==> config.mk <==
export PLATFORM = sky130hd
export DESIGN_NAME = touch_event_to_sample_flat
export DESIGN_NICKNAME = d
export VERILOG_FILES = /design/src/design/tes_pkg.sv /design/src/design/tes_if.sv /design/src/design/touch_event_to_sample.sv /design/src/design/tes_cfg.sv /design/src/design/tes_decode.sv /design/src/flat_wrapper.sv
export SDC_FILE = /design/constraint.sdc
export NUM_CORES = 1
export LEC_CHECK = 0
export ABC_AREA = 1
export CAP_MARGIN = 20
export CORE_MARGIN = 2
export CORE_UTILIZATION = 28
export CTS_BUF_LIST = sky130_fd_sc_hd__clkbuf_2 sky130_fd_sc_hd__clkbuf_4 sky130_fd_sc_hd__clkbuf_8
export DETAILED_ROUTE_END_ITERATION = 6
export DONT_BUFFER_PORTS = 1
export PLACE_DENSITY_LB_ADDON = 0.05
export RECOVER_POWER = 50
export SLEW_MARGIN = 15
export SYNTH_ARGS = -nofsm -noshare
export SYNTH_HDL_FRONTEND = slang
export SYNTH_SLANG_ARGS = --single-unit
==> constraint.sdc <==
create_clock -name clk_i -period 9.6 [get_ports clk_i]
set_clock_uncertainty 0.05 [all_clocks]
set_input_delay 1.44 -clock clk_i [delete_from_list [all_inputs] [get_ports clk_i]]
set_output_delay 1.44 -clock clk_i [all_outputs]
set_load 0.02 [all_outputs]
==> src/design/tes_pkg.sv <==
// Package for the touch event to sample decoder: event codes, register indexes,
// and the structs that travel between the decoder's modules. No dependencies.
package tes_pkg;

  // Event types
  localparam logic [15:0] EVT_SYN = 16'h0000;
  localparam logic [15:0] EVT_KEY = 16'h0001;
  localparam logic [15:0] EVT_ABS = 16'h0003;

  // Sync codes
  localparam logic [15:0] SYN_RPT    = 16'h0000;
  localparam logic [15:0] SYN_MT_RPT = 16'h0002;

  // Key codes that mean pen contact
  localparam logic [15:0] KEY_LEFT  = 16'h0110;
  localparam logic [15:0] KEY_TOUCH = 16'h014A;

  // Absolute axis codes
  localparam logic [15:0] ABS_X        = 16'h0000;
  localparam logic [15:0] ABS_Y        = 16'h0001;
  localparam logic [15:0] ABS_X_ALT    = ABS_X + 16'd2;
  localparam logic [15:0] ABS_Y_ALT    = ABS_Y + 16'd2;
  localparam logic [15:0] ABS_PRESS    = 16'h0018;
  localparam logic [15:0] ABS_MT_X     = 16'h0035;
  localparam logic [15:0] ABS_MT_Y     = 16'h0036;
  localparam logic [15:0] ABS_MT_DIST  = 16'h003B;

  localparam logic [31:0] FULL_PRESS = 32'd255;
  localparam logic [7:0]  COUNT_MAX  = 8'd255;

  // Device variants
  localparam logic [1:0] VAR_SHIFTED  = 2'd1;
  localparam logic [1:0] VAR_DISTANCE = 2'd2;

  // Configuration port
  localparam int unsigned CFG_IDX_W  = 8;
  localparam int unsigned CFG_DATA_W = 32;
  localparam logic [CFG_IDX_W-1:0] REG_SYNC_MODE    = 8'd0;
  localparam logic [CFG_IDX_W-1:0] REG_DEVICE_VAR   = 8'd1;
  localparam logic [CFG_IDX_W-1:0] REG_PRESS_ABSENT = 8'd2;
  localparam logic [CFG_IDX_W-1:0] REG_TYPE_A_START = 8'd3;

  typedef struct packed {
    logic [15:0] event_type;
    logic [15:0] event_code;
    logic [31:0] event_value;
    logic [63:0] event_time;
  } event_t;

  typedef struct packed {
    logic [31:0] sample_x;
    logic [31:0] sample_y;
    logic [31:0] sample_pressure;
    logic [63:0] sample_time;
  } sample_t;

  typedef struct packed {
    logic       emit;
    sample_t    sample;
  } result_t;

  typedef struct packed {
    logic       sync_mode;
    logic [1:0] device_variant;
  } cfg_t;

  // Side effects of a register write on the tracking state
  typedef struct packed {
    logic press_load;
    logic count_load;
    logic count_val;
  } cfg_load_t;

  typedef struct packed {
    logic [31:0] x_pos;
    logic [31:0] y_pos;
    logic [31:0] press;
    logic        pen_lifted;
    logic [7:0]  type_a_count;
  } state_t;

endpackage

==> src/design/tes_if.sv <==
// Handshake interfaces for the event, sample and configuration channels.
// Depends on tes_pkg for the configuration port widths.
interface tes_event_if;
  logic        valid;
  logic        ready;
  logic [15:0] event_type;
  logic [15:0] event_code;
  logic signed [31:0] event_value;
  logic [63:0] event_time;

  modport source (output valid, event_type, event_code, event_value, event_time,
                  input ready);
  modport sink (input valid, event_type, event_code, event_value, event_time,
                output ready);
endinterface

interface tes_sample_if;
  logic        valid;
  logic        ready;
  logic signed [31:0] sample_x;
  logic signed [31:0] sample_y;
  logic signed [31:0] sample_pressure;
  logic [63:0] sample_time;

  modport source (output valid, sample_x, sample_y, sample_pressure, sample_time,
                  input ready);
  modport sink (input valid, sample_x, sample_y, sample_pressure, sample_time,
                output ready);
endinterface

interface tes_cfg_if;
  logic                           valid;
  logic                           ready;
  logic [tes_pkg::CFG_IDX_W-1:0]  index;
  logic [tes_pkg::CFG_DATA_W-1:0] data;

  modport source (output valid, index, data, input ready);
  modport sink (input valid, index, data, output ready);
endinterface

==> src/design/touch_event_to_sample.sv <==
// Top level of the touch event to sample decoder: input register, decoder,
// state registers and sample register. Depends on tes_pkg, tes_if, tes_cfg, tes_decode.
//
// Usage:
//   event_i  - sink channel of input events (type, code, value, time).
//   sample_o - source channel of samples (x, y, pressure, time).
//   cfg_i    - register writes, index 0 sync_mode, 1 device_variant,
//              2 pressure-absent flag, 3 type_a_start; other indexes are ignored.
//              Always ready; write only while no event is in flight.
// Timing: an accepted event is decoded from the event register, and its
//   sample, if any, is loaded into the sample register when the event advances.
// Throughput: one event per cycle unless sample_o stalls. The event register
//   and the sample register are separate stages, so a new event is taken while
//   a finished sample still waits to be taken.
// Stall: while sample_o is held off with a sample pending, the event stage
//   holds its item and event_i.ready drops once that stage is full.
// Reset: clears both stages, x, y, pressure and pen-up to zero, the
//   counter to zero, and the registers to sync mode, generic variant.
module touch_event_to_sample (
  input  logic         clk_i,
  input  logic         rst_ni,
  tes_event_if.sink    event_i,
  tes_sample_if.source sample_o,
  tes_cfg_if.sink      cfg_i
);
  import tes_pkg::*;

  cfg_t      cfg;
  cfg_load_t cfg_load;
  state_t    state_q, state_d, state_dec;
  result_t   result;
  event_t    ev_q;
  sample_t   sample_q;
  logic      ev_valid_q;
  logic      out_valid_q;
  logic      advance;

  tes_cfg u_cfg (
    .clk_i  (clk_i),
    .rst_ni (rst_ni),
    .cfg_i  (cfg_i),
    .cfg_o  (cfg),
    .load_o (cfg_load)
  );

  tes_decode u_decode (
    .cfg_i    (cfg),
    .state_i  (state_q),
    .event_i  (ev_q),
    .state_o  (state_dec),
    .result_o (result)
  );

  // Advance the held event when the sample register is free or draining.
  assign advance       = ev_valid_q && (!out_valid_q || sample_o.ready);
  assign event_i.ready = !ev_valid_q || advance;

  always_ff @(posedge clk_i or negedge rst_ni) begin
    if (!rst_ni) begin
      ev_valid_q <= 1'b0;
    end else if (event_i.ready) begin
      ev_valid_q <= event_i.valid;
    end
  end

  // Event payload needs no reset; capture on accept only.
  always_ff @(posedge clk_i) begin
    if (event_i.valid && event_i.ready) begin
      ev_q.event_type  <= event_i.event_type;
      ev_q.event_code  <= event_i.event_code;
      ev_q.event_value <= event_i.event_value;
      ev_q.event_time  <= event_i.event_time;
    end
  end

  // Tracking state; a register write's load wins over the decoder.
  always_comb begin
    state_d = state_q;
    if (advance) state_d = state_dec;
    if (cfg_load.press_load) state_d.press = FULL_PRESS;
    if (cfg_load.count_load) state_d.type_a_count = {7'd0, cfg_load.count_val};
  end

  always_ff @(posedge clk_i or negedge rst_ni) begin
    if (!rst_ni) begin
      state_q <= '0;
    end else begin
      state_q <= state_d;
    end
  end

  always_ff @(posedge clk_i or negedge rst_ni) begin
    if (!rst_ni) begin
      out_valid_q <= 1'b0;
    end else if (advance) begin
      out_valid_q <= result.emit;
    end else if (sample_o.ready) begin
      out_valid_q <= 1'b0;
    end
  end

  always_ff @(posedge clk_i) begin
    if (advance && result.emit) sample_q <= result.sample;
  end

  assign sample_o.valid           = out_valid_q;
  assign sample_o.sample_x        = sample_q.sample_x;
  assign sample_o.sample_y        = sample_q.sample_y;
  assign sample_o.sample_pressure = sample_q.sample_pressure;
  assign sample_o.sample_time     = sample_q.sample_time;

  // A sync report clears the pen-up flag.
  assert property (@(posedge clk_i) disable iff (!rst_ni)
    advance && cfg.sync_mode && ev_q.event_type == EVT_SYN &&
    ev_q.event_code == SYN_RPT |=> !state_q.pen_lifted)
    else $error("pen_lifted not cleared by sync report");

  // A sync report after a pen-up gives zero pressure.
  assert property (@(posedge clk_i) disable iff (!rst_ni)
    advance && cfg.sync_mode && ev_q.event_type == EVT_SYN &&
    ev_q.event_code == SYN_RPT && state_q.pen_lifted
    |=> out_valid_q && sample_q.sample_pressure == 32'd0)
    else $error("pen-up sample with nonzero pressure");

  // Raw mode never touches the pen-up flag.
  assert property (@(posedge clk_i) disable iff (!rst_ni)
    advance && !cfg.sync_mode |=> $stable(state_q.pen_lifted))
    else $error("raw mode changed pen_lifted");

  // A pending sample is never overwritten while the receiver stalls.
  assert property (@(posedge clk_i) disable iff (!rst_ni)
    out_valid_q && !sample_o.ready |-> !advance)
    else $error("event advanced over a stalled sample");

endmodule

==> src/design/tes_cfg.sv <==
// Configuration registers of the touch event decoder, with the state loads
// that a write of the pressure-absent flag or type_a_start causes.
// Depends on tes_pkg, tes_if.
module tes_cfg (
  input  logic                 clk_i,
  input  logic                 rst_ni,
  tes_cfg_if.sink              cfg_i,
  output tes_pkg::cfg_t        cfg_o,
  output tes_pkg::cfg_load_t   load_o
);
  import tes_pkg::*;

  logic       sync_mode_q;
  logic [1:0] device_variant_q;
  logic       press_absent_q;
  logic       type_a_start_q;
  logic       wr;

  assign cfg_i.ready = 1'b1;
  assign wr = cfg_i.valid && cfg_i.ready;

  always_ff @(posedge clk_i or negedge rst_ni) begin
    if (!rst_ni) begin
      sync_mode_q      <= 1'b1;
      device_variant_q <= 2'd0;
      press_absent_q   <= 1'b0;
      type_a_start_q   <= 1'b0;
    end else if (wr) begin
      case (cfg_i.index)
        REG_SYNC_MODE:    sync_mode_q      <= cfg_i.data[0];
        REG_DEVICE_VAR:   device_variant_q <= cfg_i.data[1:0];
        REG_PRESS_ABSENT: press_absent_q   <= cfg_i.data[0];
        REG_TYPE_A_START: type_a_start_q   <= cfg_i.data[0];
        default: ;
      endcase
    end
  end

  assign cfg_o.sync_mode      = sync_mode_q;
  assign cfg_o.device_variant = device_variant_q;

  // Writing the pressure-absent flag as 1 loads full pressure; writing
  // type_a_start reloads the counter. press_absent_q only records the setting.
  always_comb begin
    load_o.press_load = wr && (cfg_i.index == REG_PRESS_ABSENT) && cfg_i.data[0];
    load_o.count_load = wr && (cfg_i.index == REG_TYPE_A_START);
    load_o.count_val  = cfg_i.data[0] | (type_a_start_q & 1'b0) | (press_absent_q & 1'b0);
  end

endmodule

==> src/design/tes_decode.sv <==
// Event decoder: next tracking state and the optional sample for one event.
// Pure combinational logic. Depends on tes_pkg.
module tes_decode (
  input  tes_pkg::cfg_t    cfg_i,
  input  tes_pkg::state_t  state_i,
  input  tes_pkg::event_t  event_i,
  output tes_pkg::state_t  state_o,
  output tes_pkg::result_t result_o
);
  import tes_pkg::*;

  logic        pen_key;
  logic        val_zero;
  logic        val_pos;
  logic [7:0]  count_inc;
  logic [15:0] code;
  logic [31:0] val;

  assign code      = event_i.event_code;
  assign val       = event_i.event_value;
  assign pen_key   = (code == KEY_TOUCH) || (code == KEY_LEFT);
  assign val_zero  = (val == 32'd0);
  assign val_pos   = !val[31] && !val_zero;
  assign count_inc = (state_i.type_a_count != COUNT_MAX) ?
                     state_i.type_a_count + 8'd1 : state_i.type_a_count;

  always_comb begin
    state_o  = state_i;
    result_o = '0;
    result_o.sample.sample_time = event_i.event_time;
    if (cfg_i.sync_mode) begin
      case (event_i.event_type)
        EVT_KEY: begin
          if (pen_key && val_zero) state_o.pen_lifted = 1'b1;
        end
        EVT_SYN: begin
          if (code == SYN_RPT) begin
            result_o.emit = 1'b1;
            result_o.sample.sample_x = state_i.x_pos;
            result_o.sample.sample_y = state_i.y_pos;
            result_o.sample.sample_pressure = state_i.pen_lifted ? 32'd0 : state_i.press;
            state_o.pen_lifted = 1'b0;
          end else if (code == SYN_MT_RPT) begin
            if (state_i.type_a_count == 8'd1) state_o.pen_lifted = 1'b1;
            else if (state_i.type_a_count != 8'd0) state_o.type_a_count = 8'd1;
          end
        end
        EVT_ABS: begin
          case (cfg_i.device_variant)
            VAR_SHIFTED: begin
              if (code == ABS_X_ALT) state_o.x_pos = val;
              else if (code == ABS_Y_ALT) state_o.y_pos = val;
              else if (code == ABS_PRESS) state_o.press = val;
            end
            VAR_DISTANCE: begin
              if (code == ABS_X) state_o.x_pos = val;
              else if (code == ABS_Y) state_o.y_pos = val;
              else if (code == ABS_PRESS) state_o.press = val;
              else if (code == ABS_MT_DIST) state_o.press = val_pos ? 32'd0 : FULL_PRESS;
            end
            default: begin
              if (code == ABS_X) state_o.x_pos = val;
              else if (code == ABS_Y) state_o.y_pos = val;
              else if (code == ABS_MT_X) begin
                state_o.x_pos = val;
                state_o.type_a_count = count_inc;
              end else if (code == ABS_MT_Y) begin
                state_o.y_pos = val;
                state_o.type_a_count = count_inc;
              end else if (code == ABS_PRESS) state_o.press = val;
            end
          endcase
        end
        default: ;
      endcase
    end else begin
      // Raw mode: emit on x, y, pressure and pen-up events; pen_lifted and the counter stay.
      if (event_i.event_type == EVT_ABS) begin
        if (code == ABS_X && !val_zero) begin
          state_o.x_pos = val;
          result_o.emit = 1'b1;
        end else if (code == ABS_Y && !val_zero) begin
          state_o.y_pos = val;
          result_o.emit = 1'b1;
        end else if (code == ABS_PRESS) begin
          state_o.press = val;
          result_o.emit = 1'b1;
        end
        result_o.sample.sample_x        = state_o.x_pos;
        result_o.sample.sample_y        = state_o.y_pos;
        result_o.sample.sample_pressure = state_o.press;
      end else if (event_i.event_type == EVT_KEY && pen_key && val_zero) begin
        result_o.emit = 1'b1;
      end
    end
  end

endmodule

==> src/flat_wrapper.sv <==
// flat-port wrapper written by rule: the top's interface ports become plain ports
module touch_event_to_sample_flat import tes_pkg::*;
  (clk_i, rst_ni, event_i_valid, event_i_event_type, event_i_event_code, event_i_event_value, event_i_event_time, event_i_ready, sample_o_valid, sample_o_sample_x, sample_o_sample_y, sample_o_sample_pressure, sample_o_sample_time, sample_o_ready, cfg_i_valid, cfg_i_index, cfg_i_data, cfg_i_ready);
  tes_event_if event_i_i ();
  tes_sample_if sample_o_i ();
  tes_cfg_if cfg_i_i ();
  input  logic clk_i;
  input  logic rst_ni;
  input wire logic [$bits(event_i_i.valid)-1:0] event_i_valid;
  input wire logic [$bits(event_i_i.event_type)-1:0] event_i_event_type;
  input wire logic [$bits(event_i_i.event_code)-1:0] event_i_event_code;
  input wire logic [$bits(event_i_i.event_value)-1:0] event_i_event_value;
  input wire logic [$bits(event_i_i.event_time)-1:0] event_i_event_time;
  output wire logic [$bits(event_i_i.ready)-1:0] event_i_ready;
  output wire logic [$bits(sample_o_i.valid)-1:0] sample_o_valid;
  output wire logic [$bits(sample_o_i.sample_x)-1:0] sample_o_sample_x;
  output wire logic [$bits(sample_o_i.sample_y)-1:0] sample_o_sample_y;
  output wire logic [$bits(sample_o_i.sample_pressure)-1:0] sample_o_sample_pressure;
  output wire logic [$bits(sample_o_i.sample_time)-1:0] sample_o_sample_time;
  input wire logic [$bits(sample_o_i.ready)-1:0] sample_o_ready;
  input wire logic [$bits(cfg_i_i.valid)-1:0] cfg_i_valid;
  input wire logic [$bits(cfg_i_i.index)-1:0] cfg_i_index;
  input wire logic [$bits(cfg_i_i.data)-1:0] cfg_i_data;
  output wire logic [$bits(cfg_i_i.ready)-1:0] cfg_i_ready;
  assign event_i_i.valid = event_i_valid;
  assign event_i_i.event_type = event_i_event_type;
  assign event_i_i.event_code = event_i_event_code;
  assign event_i_i.event_value = event_i_event_value;
  assign event_i_i.event_time = event_i_event_time;
  assign event_i_ready = event_i_i.ready;
  assign sample_o_valid = sample_o_i.valid;
  assign sample_o_sample_x = sample_o_i.sample_x;
  assign sample_o_sample_y = sample_o_i.sample_y;
  assign sample_o_sample_pressure = sample_o_i.sample_pressure;
  assign sample_o_sample_time = sample_o_i.sample_time;
  assign sample_o_i.ready = sample_o_ready;
  assign cfg_i_i.valid = cfg_i_valid;
  assign cfg_i_i.index = cfg_i_index;
  assign cfg_i_i.data = cfg_i_data;
  assign cfg_i_ready = cfg_i_i.ready;
  touch_event_to_sample u_core (.clk_i(clk_i), .rst_ni(rst_ni), .event_i(event_i_i), .sample_o(sample_o_i), .cfg_i(cfg_i_i));
endmodule
==> metrics.md <==
| Metric | Value |
|---|---|
| Crit-path max FO | 67 |
| EDFF count, synth | around 290 |
| Layout area overhead | 13.5% |
| Slew HR | -116% |
| Startpoint types | primary input |
| First-pass GRT wire length | ~83 mm |
| Antenna-violating nets left | 0 |
| R2r worst-path depth | 6 |
| Metal2 WL | between 20 and 30 mm |
| Die W | roughly 260 um |
| Design Area, Final | between 0.02 and 0.025 mm2 |
| CP peak stage delay | 2390 ps |
| Placed cell count | 2575 |
| GPL Wtd Cong | approximately 0.8 |
| Pleak | between 8 and 9 nW |
| Pwr Total | between 3 and 4 mW |
| Initial DRC count | about 700 |
| Synth unique cells | 45 |
| FF-to-FF End | u_core.ev_q[111] |
| Longest Clk Path Bufs | 3 |
| Setup_tns | 0 ps |
| Hold_ws | 358 ps |
| # port buffers | 0 |
| Worst path slowest cell | clkinvlp_2 |
| Core area | 0.0631 mm2 |
| Layout fillers | ~6500 |
| GRT Util Overall | ~17% |
| Power per cell area | 188 mW/mm2 |
| Endpoints failing setup | 0 |
| Max Slew Vio Count | 68 |
| Vias post-DR | 12800 |
| Die Span Y | ~260 um |
| Hold Path Stages | 0 |
| Post-synthesis sequential area ratio | a little under two thirds |
| Antenna violations before repair | 6 |
| Share of the synthesized area in the top cell type | between 40% and 50% |
| Postcts setup bufs | 0 |
| CTS sink cnt | between 300 and 400 |
| Most frequent CP cell | nand2_1 |
| Layout cells sized above 1 | 11.4% |
| Grt total ovfl | 0 |
| DRT Pass-1 Iters | 7 |
| Yosys warns | 0 |
| WHS Endpoint | u_core.sample_o.sample_time[1] |
| Top Metal Used | met5 |
| Syn Area/Cell | 9.92 um2 |
| Pin slew with the least headroom to its limit | between 3000 and 4000 ps |
| Vias per cell | between 4 and 5 |
| Buf/Inv on CP | 2 |
| # hold bufs at CTS | 0 |
| Met1 wire length | 24.0 mm |
| Required time of the worst setup path | about 9800 ps |
| Syn nets | ~2000 |
| Top FF cell, synth | edfxtp_1 |
| Worst hold-check path type | flip-flop to flip-flop |
| Drt total wl | ~56 mm |
| Post-Syn Instances | around 1800 |
| Worst skew pair latency | roughly 700 ps |
| Worst Setup End Kind | flip-flop |
| Hold path start | u_core.ev_q[1] |
| Initial Utilization | roughly 28% |
| Tcrit/Tclk final | roughly 58% |
| Die area | approximately 0.066 mm2 |
| Routed wl met3 | between 3 and 4 mm |
| Synth area leaders | edfxtp_1 48%, dfrtp_1 15%, nand2_1 10%, inv_1 3.9%, nand3_1 3.4% |
| CTS buffer count | between 70 and 80 |
| Synth area leader | edfxtp_1 |
| Largest net degree at the start of global routing | between 100 and 150 |
| Clk pin slew, worst setup/hold paths | 60 ps |
| FP Rows | 92 |
| Cell Chain, Critical Path | nor2_1 -> nand2_1 -> nand2_1 -> clkinvlp_2 -> buf_4 |
| Failing checks | max-capacitance violations, max-slew violations |
| Non-filler cells, final | approximately 2700 |
| CTS-repair resized insts | 0 |
| Fmax | between 150 and 200 MHz |
| Setup slack, reg-to-reg | between 4000 and 5000 ps |
| Max Cap Viol | 1 |
| Async SR Flop Fraction | 27.6% |
| Root buf cell | clkbuf_8 |
| TritonCTS clock tree | built |
| I/O pins | 336 |
| Residual DRC | 0 |
| Seq cells post-synth | 398 |
| H-tree depth | 3 |
| Worst R2R Start | u_core.sample_o.valid |
| WP data arrival | between 5000 and 6000 ps |
| Placed cell area | about 0.019 mm2 |
| Final Hold Vio Count | 0 |
| Peak supply drop | ~130 uV |
| Status | finished, violations left |
| Min Tclk post-route | 5550 ps |
| Crit path kind | primary input to flip-flop |
| RSZ-0062 raised after global routing | false |
| Final #Nets | a little under 2000 |
| Top cell family by delay on the critical path | buffers and inverters |
| Vias in the first global route | approximately 13000 |
| Wire per inst | a little over 20 um |
| HPWL after DPL | roughly 34 mm |
| Post-Syn Area | approximately 0.018 mm2 |
==> layer usage <==
metal / track usage [%] / vias up
li1: - / 6119
met1: 21.3 / 6189
met2: 27.7 / 391
met3: 5.02 / 102
met4: 5.04 / 8
met5: 0 / -
==> registers in the layout, indices dropped and copies added, names as in the netlist <==
name	count
u_core.ev_q	128
u_core.state_q	105
u_core.sample_o.sample_time	64
u_core.sample_o.sample_pressure	32
u_core.sample_o.sample_x	32
u_core.sample_o.sample_y	32
u_core.u_cfg.device_variant_q	2
u_core.ev_valid_q	1
u_core.sample_o.valid	1
u_core.u_cfg.sync_mode_q	1
==> per-stage QoR <==
step           worst slack [ps]  utilization (%)
2_1_floorplan              4020                -
3_3_place_gp               4920             29.5
3_5_place_dp               4880             29.5
4_1_cts                    5250             32.2
5_1_grt                    3540             32.2
6_report                   4050             32.2
==> worst max path at each step <==
stage / from / slack (ps) / endpoint / depth (start not counted)
after floorplan: sample_o_ready / 4020 / u_core.sample_o.sample_pressure[0] / 6
after global placement: sample_o_ready / 4920 / u_core.state_q[57] / 8
after detailed placement: sample_o_ready / 4880 / u_core.state_q[68] / 8
after CTS: u_core.u_cfg.sync_mode_q / 5250 / u_core.state_q[68] / 7
after global routing: sample_o_ready / 3540 / u_core.ev_q[111] / 5
final: sample_o_ready / 4050 / u_core.ev_q[111] / 5
==> cell usage after synthesis, types with 8 or more instances <==
| cell | n |
|---|---|
| inv_1 | 186 |
| clkbuf_1 | 28 |
| nand4_1 | 28 |
| nor2_1 | 143 |
| inv_2 | 8 |
| nor3_1 | 8 |
| dfrtp_1 | 109 |
| o21ai_0 | 54 |
| buf_1 | 13 |
| buf_2 | 31 |
| o21ai_1 | 27 |
| nand3_1 | 122 |
| buf_6 | 9 |
| edfxtp_1 | 288 |
| nor2_2 | 37 |
| o211ai_1 | 32 |
| nand2_1 | 475 |
| a21oi_1 | 67 |
| o22ai_1 | 78 |
==> power breakdown <==
part / internal (mW) / total [mW] / switching (mW)
Sequential: 1.88 / 1.91 / 0.0288
Clock: 1.04 / 1.84 / 0.802
Combinational: 0.0162 / 0.0720 / 0.0558
==> placed cells by master, fill, tap and decap left out, drive strengths merged, types with 2 or more instances in the layout <==
master   netlist  final
ha             5      5
or2            6      6
a21oi         68     68
nand4         30     30
bufinv         0      6
nor3           8      8
buf           60     16
edfxtp       288    288
o21ai         81     81
o22ai         78     78
xor2           2      2
nor2         184    184
nand3        127    127
clkinv         4     34
diode          0      2
nand2        482    482
o2bb2ai        2      2
and2           4      4
dfrtp        109    109
inv          194    196
clkbuf        29    104
o211ai        34     34
==> cell families after synthesis <==
group	Yosys count	synth area share [%]
AO/OA/AOI/OAI	266	8.66
XOR/XNOR	3	0.147
adder cells (fa/ha/maj)	5	0.350
buffers and inverters	287	6.78
flip-flops	398	63.8
other	1	0.0210
AND/OR/NAND/NOR	842	20.3
==> layout make-up <==
type	count	area (um2)	area share (%)
tap	846	1060	5.22
clock buffer	104	1270	6.25
clock inverter	39	388	1.91
inverter	198	751	3.70
antenna	2	5.00	0.0247
multi-input combinational	1117	5280	26.0
sequential	398	11400	56.2
timing repair buffer	16	133	0.654
Note: power is estimated with default switching activity, not from simulation.
